--- src/hdl/assert_macros.svh ---
// ---------------------------------------------------------------------------
// Assertion macros
// Shared concurrent assertion forms, clocked on clk_i and disabled in reset.
// ---------------------------------------------------------------------------
`ifndef ASSERT_MACROS_SVH
`define ASSERT_MACROS_SVH

// A property that must hold at every clock edge.
`define ASSERT_ALWAYS(lbl, prop, msg) \
  lbl: assert property (@(posedge clk_i) disable iff (!rst_ni) (prop)) else $error(msg);

// A condition that must be followed by another in the next cycle.
`define ASSERT_NEXT(lbl, ante, cons, msg) \
  lbl: assert property (@(posedge clk_i) disable iff (!rst_ni) (ante) |=> (cons)) \
    else $error(msg);

`endif

--- src/hdl/isibd_pkg.sv ---
// ---------------------------------------------------------------------------
// ISI burst detector package
// Field widths, fixed constants and the controller to datapath interface.
// ---------------------------------------------------------------------------
package isibd_pkg;

  localparam int TIME_W     = 32;
  localparam int THR_W      = 16;
  localparam int BCNT_W     = 16;
  localparam int RATE_W     = 34;
  localparam int MS_PER_S   = 1000;
  localparam int MS_W       = 10;
  localparam int FRAC_BITS  = 8;
  localparam int MIN_SPIKES = 3;
  localparam int RUN_START  = 2;

  localparam logic [THR_W-1:0]  THR_RESET = 16'd5;
  localparam logic [RATE_W-1:0] RATE_MAX  = '1;

  typedef struct packed {
    logic accept;    // take the offered spike into the train state
    logic finish;    // close the train and latch its totals
    logic mul;       // scale the selected total by the ms-per-second factor
    logic load;      // load the divider from the product
    logic step;      // one restoring division step
    logic store;     // keep the saturated quotient
    logic sel;       // 0: burst total, 1: tonic total
    logic out_load;  // move the finished result into the output register
  } dp_cmd_t;

  typedef struct packed {
    logic need_div;   // the train has enough spikes and a non-zero span
    logic step_last;  // the division is on its final step
  } dp_status_t;

endpackage

--- src/hdl/isibd_datapath.sv ---
// ---------------------------------------------------------------------------
// ISI burst detector datapath
// Train state, run bookkeeping, rate scaling and a shared bit-serial divider.
// ---------------------------------------------------------------------------
`include "assert_macros.svh"

module isibd_datapath import isibd_pkg::*; #(
  parameter int COUNT_BITS = 16
) (
  input  logic              clk_i,
  input  logic              rst_ni,
  input  dp_cmd_t           cmd_i,
  output dp_status_t        status_o,
  input  logic              cfg_we_i,
  input  logic [THR_W-1:0]  cfg_wdata_i,
  input  logic [TIME_W-1:0] spike_time_i,
  output logic [BCNT_W-1:0] burst_num_o,
  output logic [RATE_W-1:0] burst_rate_o,
  output logic [RATE_W-1:0] tonic_rate_o
);

  localparam int PROD_W = COUNT_BITS + MS_W;
  localparam int NUM_W  = PROD_W + FRAC_BITS;
  localparam int STEP_W = $clog2(NUM_W);
  localparam logic [COUNT_BITS-1:0] CNT_MAX = '1;

  function automatic logic [COUNT_BITS-1:0] sat_add(input logic [COUNT_BITS-1:0] a,
                                                    input logic [COUNT_BITS-1:0] b);
    logic [COUNT_BITS:0] s;
    s = {1'b0, a} + {1'b0, b};
    sat_add = s[COUNT_BITS] ? CNT_MAX : s[COUNT_BITS-1:0];
  endfunction

  function automatic logic [COUNT_BITS-1:0] sat_inc(input logic [COUNT_BITS-1:0] a);
    sat_inc = sat_add(a, COUNT_BITS'(1));
  endfunction

  logic [THR_W-1:0]      thr_q, thr_d;
  logic [TIME_W-1:0]     prev_q, prev_d, first_q, first_d;
  logic [COUNT_BITS-1:0] total_q, total_d, run_q, run_d;
  logic                  in_run_q, in_run_d;
  logic [COUNT_BITS-1:0] bursts_q, bursts_d, btot_q, btot_d, ttot_q, ttot_d;

  logic [COUNT_BITS-1:0] fin_bursts_q, fin_bursts_d, fin_btot_q, fin_btot_d;
  logic [COUNT_BITS-1:0] fin_ttot_q, fin_ttot_d;
  logic [TIME_W-1:0]     span_q, span_d;

  logic [PROD_W-1:0]     prod_q, prod_d;
  logic [NUM_W-1:0]      num_q, num_d;
  logic [TIME_W-1:0]     rem_q, rem_d;
  logic [STEP_W-1:0]     step_q, step_d;
  logic [RATE_W-1:0]     rate_b_q, rate_b_d, rate_t_q, rate_t_d;

  logic [BCNT_W-1:0]     bcnt_out_q, bcnt_out_d;
  logic [RATE_W-1:0]     brate_out_q, brate_out_d, trate_out_q, trate_out_d;

  logic [TIME_W-1:0]     isi;
  logic                  isi_short;
  logic                  run_is_burst;
  logic [COUNT_BITS-1:0] tonic_base;
  logic [TIME_W-1:0]     span_now;
  logic                  train_short;
  logic [COUNT_BITS-1:0] close_bursts, close_btot, close_ttot;
  logic [TIME_W:0]       trial;
  logic                  trial_ge;
  logic [63:0]           quo_ext;
  logic [RATE_W-1:0]     quo_sat;

  assign isi          = spike_time_i - prev_q;
  assign isi_short    = isi < TIME_W'(thr_q);
  assign run_is_burst = run_q >= COUNT_BITS'(MIN_SPIKES);
  assign span_now     = prev_q - first_q;
  assign train_short  = total_q < COUNT_BITS'(MIN_SPIKES);

  assign status_o.need_div  = !train_short && (span_now != '0);
  assign status_o.step_last = (step_q == '0);

  // An open run at the end of the train is closed before the totals are taken.
  always_comb begin
    close_bursts = bursts_q;
    close_btot   = btot_q;
    close_ttot   = ttot_q;
    if (in_run_q) begin
      if (run_is_burst) begin
        close_bursts = sat_inc(bursts_q);
        close_btot   = sat_add(btot_q, run_q);
      end else begin
        close_ttot   = sat_add(ttot_q, run_q);
      end
    end
  end

  assign trial    = {rem_q, num_q[NUM_W-1]};
  assign trial_ge = trial >= {1'b0, span_q};
  assign quo_ext  = 64'(num_q);
  assign quo_sat  = (quo_ext > 64'(RATE_MAX)) ? RATE_MAX : quo_ext[RATE_W-1:0];

  always_comb begin
    thr_d        = thr_q;
    prev_d       = prev_q;
    first_d      = first_q;
    total_d      = total_q;
    run_d        = run_q;
    in_run_d     = in_run_q;
    bursts_d     = bursts_q;
    btot_d       = btot_q;
    ttot_d       = ttot_q;
    fin_bursts_d = fin_bursts_q;
    fin_btot_d   = fin_btot_q;
    fin_ttot_d   = fin_ttot_q;
    span_d       = span_q;
    prod_d       = prod_q;
    num_d        = num_q;
    rem_d        = rem_q;
    step_d       = step_q;
    rate_b_d     = rate_b_q;
    rate_t_d     = rate_t_q;
    bcnt_out_d   = bcnt_out_q;
    brate_out_d  = brate_out_q;
    trate_out_d  = trate_out_q;
    tonic_base   = ttot_q;

    if (cfg_we_i) begin
      thr_d = cfg_wdata_i;
    end

    if (cmd_i.accept) begin
      prev_d  = spike_time_i;
      total_d = sat_inc(total_q);
      if (total_q == '0) begin
        first_d = spike_time_i;
      end else if (isi_short) begin
        if (!in_run_q) begin
          in_run_d = 1'b1;
          run_d    = COUNT_BITS'(RUN_START);
        end else begin
          run_d    = sat_inc(run_q);
        end
      end else begin
        // A long interval closes any open run and itself counts one tonic spike.
        if (in_run_q) begin
          if (run_is_burst) begin
            bursts_d = sat_inc(bursts_q);
            btot_d   = sat_add(btot_q, run_q);
          end else begin
            tonic_base = sat_add(ttot_q, run_q);
          end
          in_run_d = 1'b0;
          run_d    = '0;
        end
        ttot_d = sat_inc(tonic_base);
      end
    end

    if (cmd_i.finish) begin
      fin_bursts_d = train_short ? '0 : close_bursts;
      fin_btot_d   = close_btot;
      fin_ttot_d   = close_ttot;
      span_d       = span_now;
      rate_b_d     = '0;
      rate_t_d     = '0;
      prev_d       = '0;
      first_d      = '0;
      total_d      = '0;
      in_run_d     = 1'b0;
      run_d        = '0;
      bursts_d     = '0;
      btot_d       = '0;
      ttot_d       = '0;
    end

    if (cmd_i.mul) begin
      prod_d = PROD_W'(cmd_i.sel ? fin_ttot_q : fin_btot_q) * PROD_W'(MS_PER_S);
    end

    if (cmd_i.load) begin
      num_d  = {prod_q, FRAC_BITS'(0)};
      rem_d  = '0;
      step_d = STEP_W'(NUM_W - 1);
    end

    if (cmd_i.step) begin
      num_d  = {num_q[NUM_W-2:0], trial_ge};
      rem_d  = trial_ge ? TIME_W'(trial - {1'b0, span_q}) : trial[TIME_W-1:0];
      step_d = step_q - STEP_W'(1);
    end

    if (cmd_i.store) begin
      if (cmd_i.sel) begin
        rate_t_d = quo_sat;
      end else begin
        rate_b_d = quo_sat;
      end
    end

    if (cmd_i.out_load) begin
      bcnt_out_d  = BCNT_W'(fin_bursts_q);
      brate_out_d = rate_b_q;
      trate_out_d = rate_t_q;
    end
  end

  always_ff @(posedge clk_i or negedge rst_ni) begin
    if (!rst_ni) begin
      thr_q    <= THR_RESET;
      prev_q   <= '0;
      first_q  <= '0;
      total_q  <= '0;
      run_q    <= '0;
      in_run_q <= 1'b0;
      bursts_q <= '0;
      btot_q   <= '0;
      ttot_q   <= '0;
      step_q   <= '0;
    end else begin
      thr_q    <= thr_d;
      prev_q   <= prev_d;
      first_q  <= first_d;
      total_q  <= total_d;
      run_q    <= run_d;
      in_run_q <= in_run_d;
      bursts_q <= bursts_d;
      btot_q   <= btot_d;
      ttot_q   <= ttot_d;
      step_q   <= step_d;
    end
  end

  always_ff @(posedge clk_i) begin
    fin_bursts_q <= fin_bursts_d;
    fin_btot_q   <= fin_btot_d;
    fin_ttot_q   <= fin_ttot_d;
    span_q       <= span_d;
    prod_q       <= prod_d;
    num_q        <= num_d;
    rem_q        <= rem_d;
    rate_b_q     <= rate_b_d;
    rate_t_q     <= rate_t_d;
    bcnt_out_q   <= bcnt_out_d;
    brate_out_q  <= brate_out_d;
    trate_out_q  <= trate_out_d;
  end

  assign burst_num_o  = bcnt_out_q;
  assign burst_rate_o = brate_out_q;
  assign tonic_rate_o = trate_out_q;

  `ASSERT_NEXT(a_train_cleared, cmd_i.finish, (total_q == '0) && !in_run_q, "train state not cleared after the last spike")
  `ASSERT_ALWAYS(a_run_open_size, !in_run_q || (run_q >= COUNT_BITS'(RUN_START)), "open run holds fewer than two spikes")

endmodule

--- src/hdl/isibd_ctrl.sv ---
// ---------------------------------------------------------------------------
// ISI burst detector controller
// Sequences spike intake, train close, the two rate divisions and the result.
// ---------------------------------------------------------------------------
`include "assert_macros.svh"

module isibd_ctrl import isibd_pkg::*; (
  input  logic       clk_i,
  input  logic       rst_ni,
  input  logic       in_valid_i,
  output logic       in_stall_o,
  input  logic       last_spike_i,
  output logic       out_valid_o,
  input  logic       out_stall_i,
  output dp_cmd_t    cmd_o,
  input  dp_status_t status_i
);

  localparam logic [2:0] ST_IDLE  = 3'd0;
  localparam logic [2:0] ST_FIN   = 3'd1;
  localparam logic [2:0] ST_MUL   = 3'd2;
  localparam logic [2:0] ST_LOAD  = 3'd3;
  localparam logic [2:0] ST_DIV   = 3'd4;
  localparam logic [2:0] ST_STORE = 3'd5;
  localparam logic [2:0] ST_WAIT  = 3'd6;

  logic [2:0] state_q, state_d;
  logic       sel_q, sel_d;
  logic       out_valid_q, out_valid_d;

  assign in_stall_o = (state_q != ST_IDLE);

  always_comb begin
    cmd_o   = '0;
    state_d = state_q;
    sel_d   = sel_q;
    case (state_q)
      ST_IDLE: begin
        if (in_valid_i) begin
          cmd_o.accept = 1'b1;
          if (last_spike_i) begin
            state_d = ST_FIN;
          end
        end
      end
      ST_FIN: begin
        cmd_o.finish = 1'b1;
        sel_d        = 1'b0;
        state_d      = status_i.need_div ? ST_MUL : ST_WAIT;
      end
      ST_MUL: begin
        cmd_o.mul = 1'b1;
        state_d   = ST_LOAD;
      end
      ST_LOAD: begin
        cmd_o.load = 1'b1;
        state_d    = ST_DIV;
      end
      ST_DIV: begin
        cmd_o.step = 1'b1;
        if (status_i.step_last) begin
          state_d = ST_STORE;
        end
      end
      ST_STORE: begin
        cmd_o.store = 1'b1;
        if (sel_q) begin
          state_d = ST_WAIT;
        end else begin
          sel_d   = 1'b1;
          state_d = ST_MUL;
        end
      end
      ST_WAIT: begin
        // The previous result must have left the output register first.
        if (!out_valid_q || !out_stall_i) begin
          cmd_o.out_load = 1'b1;
          state_d        = ST_IDLE;
        end
      end
      default: begin
        state_d = ST_IDLE;
      end
    endcase
    cmd_o.sel = sel_q;
  end

  always_comb begin
    out_valid_d = out_valid_q;
    if (cmd_o.out_load) begin
      out_valid_d = 1'b1;
    end else if (out_valid_q && !out_stall_i) begin
      out_valid_d = 1'b0;
    end
  end

  always_ff @(posedge clk_i or negedge rst_ni) begin
    if (!rst_ni) begin
      state_q     <= ST_IDLE;
      sel_q       <= 1'b0;
      out_valid_q <= 1'b0;
    end else begin
      state_q     <= state_d;
      sel_q       <= sel_d;
      out_valid_q <= out_valid_d;
    end
  end

  assign out_valid_o = out_valid_q;

  `ASSERT_ALWAYS(a_no_overwrite, !(cmd_o.out_load && out_valid_q && out_stall_i), "pending result overwritten")
  `ASSERT_NEXT(a_short_skips_div, (state_q == ST_FIN) && !status_i.need_div, state_q == ST_WAIT, "train without a division did not go to the result")
  `ASSERT_NEXT(a_div_ends, (state_q == ST_DIV) && status_i.step_last, state_q == ST_STORE, "division did not end on its last step")
  `ASSERT_NEXT(a_result_shown, cmd_o.out_load, out_valid_q, "loaded result not offered")

endmodule

--- src/hdl/isi_burst_detector_unit.sv ---
// ---------------------------------------------------------------------------
// ISI burst detector
// Counts bursts and tonic spikes in a spike train and reports their rates.
// ---------------------------------------------------------------------------
// Channel   Direction  Handshake                 Payload
// in        input      in_valid_i / in_stall_o   spike_time_i, last_spike_i
// out       output     out_valid_o / out_stall_i burst_num_o, burst_rate_o,
//                                                tonic_rate_o
// cfg       input      cfg_valid_i / cfg_ready_o cfg_wdata_i (ISI threshold, ms)
//
// A spike that is not the last of its train is taken at once while idle.
// The last spike holds the input through the train close, the rate
// computation (one restoring divider stepping one quotient bit per cycle, run
// once per rate, skipped on a short train or a zero span) and the result load.
// The result sits in an output register, so a stalled output holds back only
// the following last spike. Reset restores the threshold of 5 ms.
// ---------------------------------------------------------------------------
module isi_burst_detector_unit import isibd_pkg::*; #(
  parameter int COUNT_BITS = 16
) (
  input  logic              clk_i,
  input  logic              rst_ni,
  input  logic              in_valid_i,
  output logic              in_stall_o,
  input  logic [TIME_W-1:0] spike_time_i,
  input  logic              last_spike_i,
  output logic              out_valid_o,
  input  logic              out_stall_i,
  output logic [BCNT_W-1:0] burst_num_o,
  output logic [RATE_W-1:0] burst_rate_o,
  output logic [RATE_W-1:0] tonic_rate_o,
  input  logic              cfg_valid_i,
  output logic              cfg_ready_o,
  input  logic [THR_W-1:0]  cfg_wdata_i
);

  dp_cmd_t    cmd;
  dp_status_t status;

  assign cfg_ready_o = 1'b1;

  isibd_ctrl u_ctrl (
    .clk_i        (clk_i),
    .rst_ni       (rst_ni),
    .in_valid_i   (in_valid_i),
    .in_stall_o   (in_stall_o),
    .last_spike_i (last_spike_i),
    .out_valid_o  (out_valid_o),
    .out_stall_i  (out_stall_i),
    .cmd_o        (cmd),
    .status_i     (status)
  );

  isibd_datapath #(
    .COUNT_BITS (COUNT_BITS)
  ) u_datapath (
    .clk_i         (clk_i),
    .rst_ni        (rst_ni),
    .cmd_i         (cmd),
    .status_o      (status),
    .cfg_we_i      (cfg_valid_i && cfg_ready_o),
    .cfg_wdata_i   (cfg_wdata_i),
    .spike_time_i  (spike_time_i),
    .burst_num_o   (burst_num_o),
    .burst_rate_o  (burst_rate_o),
    .tonic_rate_o  (tonic_rate_o)
  );

endmodule

--- config.mk ---
export PLATFORM = sky130hd
export DESIGN_NAME = isi_burst_detector_unit
export DESIGN_NICKNAME = d
export VERILOG_FILES = /design/src/hdl/isibd_pkg.sv /design/src/hdl/isibd_datapath.sv /design/src/hdl/isibd_ctrl.sv /design/src/hdl/isi_burst_detector_unit.sv
export VERILOG_INCLUDE_DIRS = /design/src /design/src/hdl
export SDC_FILE = /design/constraint.sdc
export NUM_CORES = 1
export LEC_CHECK = 0
export BUFFER_PORTS_ARGS = -buffer_cell sky130_fd_sc_hd__buf_2
export CAP_MARGIN = 0
export CORE_ASPECT_RATIO = 0.9
export CORE_MARGIN = 2
export CORE_UTILIZATION = 40
export CTS_BUF_LIST = sky130_fd_sc_hd__clkbuf_16
export DETAILED_ROUTE_END_ITERATION = 16
export PLACE_DENSITY = 0.56
export SLEW_MARGIN = 0
export SYNTH_ARGS = -nofsm -noshare
export SYNTH_HDL_FRONTEND = slang
export SYNTH_SLANG_ARGS = --single-unit
--- constraint.sdc ---
create_clock -name clk_i -period 9.3 [get_ports clk_i]
set_clock_uncertainty 0.05 [all_clocks]
set_input_delay 0 -clock clk_i [delete_from_list [all_inputs] [get_ports clk_i]]
set_output_delay 0 -clock clk_i [all_outputs]
set_load 0.01 [all_outputs]
==> impl_metrics.toml <==
[run_status]
outcome = "completed"

[floorplan]
rows = 94
start_util_pct = 40.5
die_area_sq_um = 76300
die_x_um = 291
ios = 141
core_area_sq_um = 73200
die_y_um = 262

[critical_path]
crit_required_ns = 9.64
critPathKind = "reg -> reg"
worstPathCellList = "mux2i_1 -> inv_1 -> fa_1 -> fa_1 -> inv_1 -> fa_1 -> fa_1 -> inv_1 -> ha_1 -> a21oi_1 -> o21bai_1 -> a21oi_1 -> o21ai_0 -> a211o_1 -> a21oi_1 -> o21bai_1 -> a41oi_1 -> a21oi_1 -> xor2_1"
endpoint_kind = "flip-flop"
critical_path.slowest_cell = "dfrtp_1"
rr_worst_depth = 19
cp_slowest_stage_delay_ns = 0.94
start_kind = "flip-flop"
path_max_fanout = 21
arrival_ns = 6.64
worst-r2r-setup-slack_ns = 3.00

[timing]
setup_tns_ns = 0
max_freq_mhz = 159
drv_slew = 0
post-route-period-util_pct = 67.8
rsz0062_at_grt = "no"
finalSetupViolCount = 0
tightest_slew_ns = 1.16
worst_slew_margin_rel_pct = 22.1
min_period_ns = 6.30
finalHoldViolations = 0

[global_routing]
grt_first_pass_wirelength_um = 124000
antenna_found_initial = 5
grt_overflow = 0
grt_max_degree = 97
grt_pass1_vias = 22400
track_usage_pct = 19.9

[routing]
num_vias = 23000
drtPass1Iterations = 6
viasPerCell = 5.37
drc = 0
drt_iter0_markers = 1687
drt-total-wl_um = 76300
avgRoutedWirePerCell_um = 17.8
drtAntennaViolNets = 0

[hold_path]
min_path_cells = 4
hp-class = "in -> reg"

[synthesis]
synth_cell_types = 95
synth_top_family_by_area = "simple AND/OR/NAND/NOR gates"
synthMuxAreaShare_pct = 1.95
async_flop_share_pct = 34.9
yosys.area_share.simple_pct = 16.0
ys_ff_latch = 493
synthAdderAreaFrac_pct = 12.5
synth_compound_area_share_pct = 16.0
syn_nets = 3401
synth_area_per_cell_sq_um = 9.60
syn_area_sq_um = 29600
syn_inst = 3087
seq_area_frac_synth_pct = 44.8
ys_warn_count = 0
synth_xor_area_share_pct = 3.90
synth_edf_count = 253
yosys_most_used_dff = "edfxtp_1"

[clock_network]
cts_tree = "done"
numCtsBuffers = 55
cts_root_buf = "clkbuf_16"
numClockSinks = 493
h-tree-depth = 2
max-clock-path-buffers = 3
clk_latency_ns = 0.64
clkTransAtPathRegs_ns = 0.06
post-cts-setup-buffers = 0

[finish]
drive_gt1_share_pct = 9.35
fillers = 6887
area_growth_syn_to_layout_pct = 14.6
nets = 3585

[placement]
port_buffers = 139
dp_hpwl_um = 54700
globalplace.congestion = 0.879

[flow_run]
cap_viol_max_count = 0
==> path summary, 6_finish.rpt <==
check | startpoint | end
setup / recovery | u_ctrl.sel_q | u_datapath.prod_q[24]
hold / removal | spike_time_i[0] | u_datapath.prev_q[0]
setup reg to reg | u_ctrl.sel_q | u_datapath.prod_q[24]
hold reg to reg | u_datapath.fin_bursts_q[15] | u_datapath.burst_num_o[15]
max in group asynchronous | rst_ni | u_datapath.first_q[29]
min in group asynchronous | rst_ni | u_datapath.thr_q[0]
==> worst max-delay path, delay by kind of cell (launching register included) <==
family	cells	cell delay (ns)
XOR/XNOR	1	0.15
multiplexers	1	0.46
adder cells (fa/ha/maj)	5	2.36
AO/OA/AOI/OAI	9	1.82
buffers and inverters	3	0.27
flip-flops	1	0.94
==> area by class of cell <==
type	instances	area [sq um]	area share (%)
Timing Repair Buffer	247	1740	5.11
Sequential cell	493	13300	39.1
Clock inverter	45	404	1.19
Antenna cell	5	12.5	0.0368
Clock buffer	56	1400	4.13
Tap cell	960	1200	3.54
Inverter	264	996	2.93
Multi-Input combinational cell	2210	14900	44.0
==> registers in the layout, summed over array words and instances, names as in the netlist, 23 cells and up <==
register,cells
u_datapath.num_q,34
u_datapath.prev_q,32
u_datapath.tonic_rate_o,34
u_datapath.rem_q,32
u_datapath.span_q,32
u_datapath.burst_rate_o,34
u_datapath.rate_b_q,34
u_datapath.first_q,32
u_datapath.rate_t_q,34
u_datapath.prod_q,23
==> per-stage QoR <==
stage                     worst slack (ns)  std cells  area (sq um)  util (%)  hold WS, ns
final                                 3.00       4280         34000      46.4        0.159
after CTS                             3.06       4275         33900      46.4        0.118
after global placement                3.17       4089         31300      42.8       -0.121
after floorplan                       3.55       3087         29600         -       -0.346
after global routing                  2.58       4279         34000      46.4        0.154
after detailed placement              3.08       4089         31300      42.8       -0.124
==> logic make-up (layout without fill, tap and decap cells) <==
kind of cell    count (synthesis)  after routing
simple gates                 1031           1031
xor+xnor                      129            129
fa+ha+maj                     260            260
flops                         493            493
mux                            57             57
other cells                     1              6
compound gates                732            732
buf+inv                       384            612
==> what timing repair did <==
action,4_1_cts,5_1_grt
endpoints found under the setup margin,0,0
resized for setup,0,0
hold endpoints to repair,265,0
hold buffers,85,0
==> cells in the mapped netlist, drive strengths merged, types with 22 or more instances <==
cell type | instances | area (sq um)
a211oi | 31 | 233
a21o | 66 | 495
a21oi | 226 | 1130
a31oi | 46 | 288
and3 | 48 | 300
clkbuf | 109 | 413
dfrtp | 170 | 4250
dfxtp | 68 | 1360
edfxtp | 253 | 7600
fa | 59 | 1180
ha | 201 | 2510
inv | 262 | 983
mux2i | 52 | 521
nand2 | 482 | 1810
nand2b | 22 | 138
nand3 | 89 | 445
nand4 | 25 | 156
nor2 | 170 | 638
nor2b | 23 | 161
nor3 | 61 | 305
o21a | 25 | 189
o21ai | 142 | 711
xnor2 | 93 | 841
xor2 | 36 | 315
==> layout by cell type (no fill, tap or decap), types with 59 or more instances in the layout <==
| cell | n |
|---|---|
| nor2_1 | 169 |
| a21oi_1 | 226 |
| buf_2 | 138 |
| inv_1 | 267 |
| ha_1 | 201 |
| a21o_1 | 66 |
| nand3_1 | 88 |
| edfxtp_1 | 253 |
| xnor2_1 | 91 |
| dlygate4sd3_1 | 84 |
| o21ai_0 | 138 |
| dfrtp_1 | 170 |
| dfxtp_1 | 68 |
| fa_1 | 59 |
| nand2_1 | 481 |
==> routing by layer <==
metal / GRT usage (%) / routed length (um) / vias up
met5: 0 / 7 / -
met3: 2.82 / 4030 / 98
met2: 30.3 / 32400 / 621
met1: 29.9 / 38500 / 10900
li1: - / - / 11300
met4: 4.58 / 1400 / 2
Power is not shown: default switching activity piles up to over one toggle a cycle in this logic, so the estimate is an artifact.
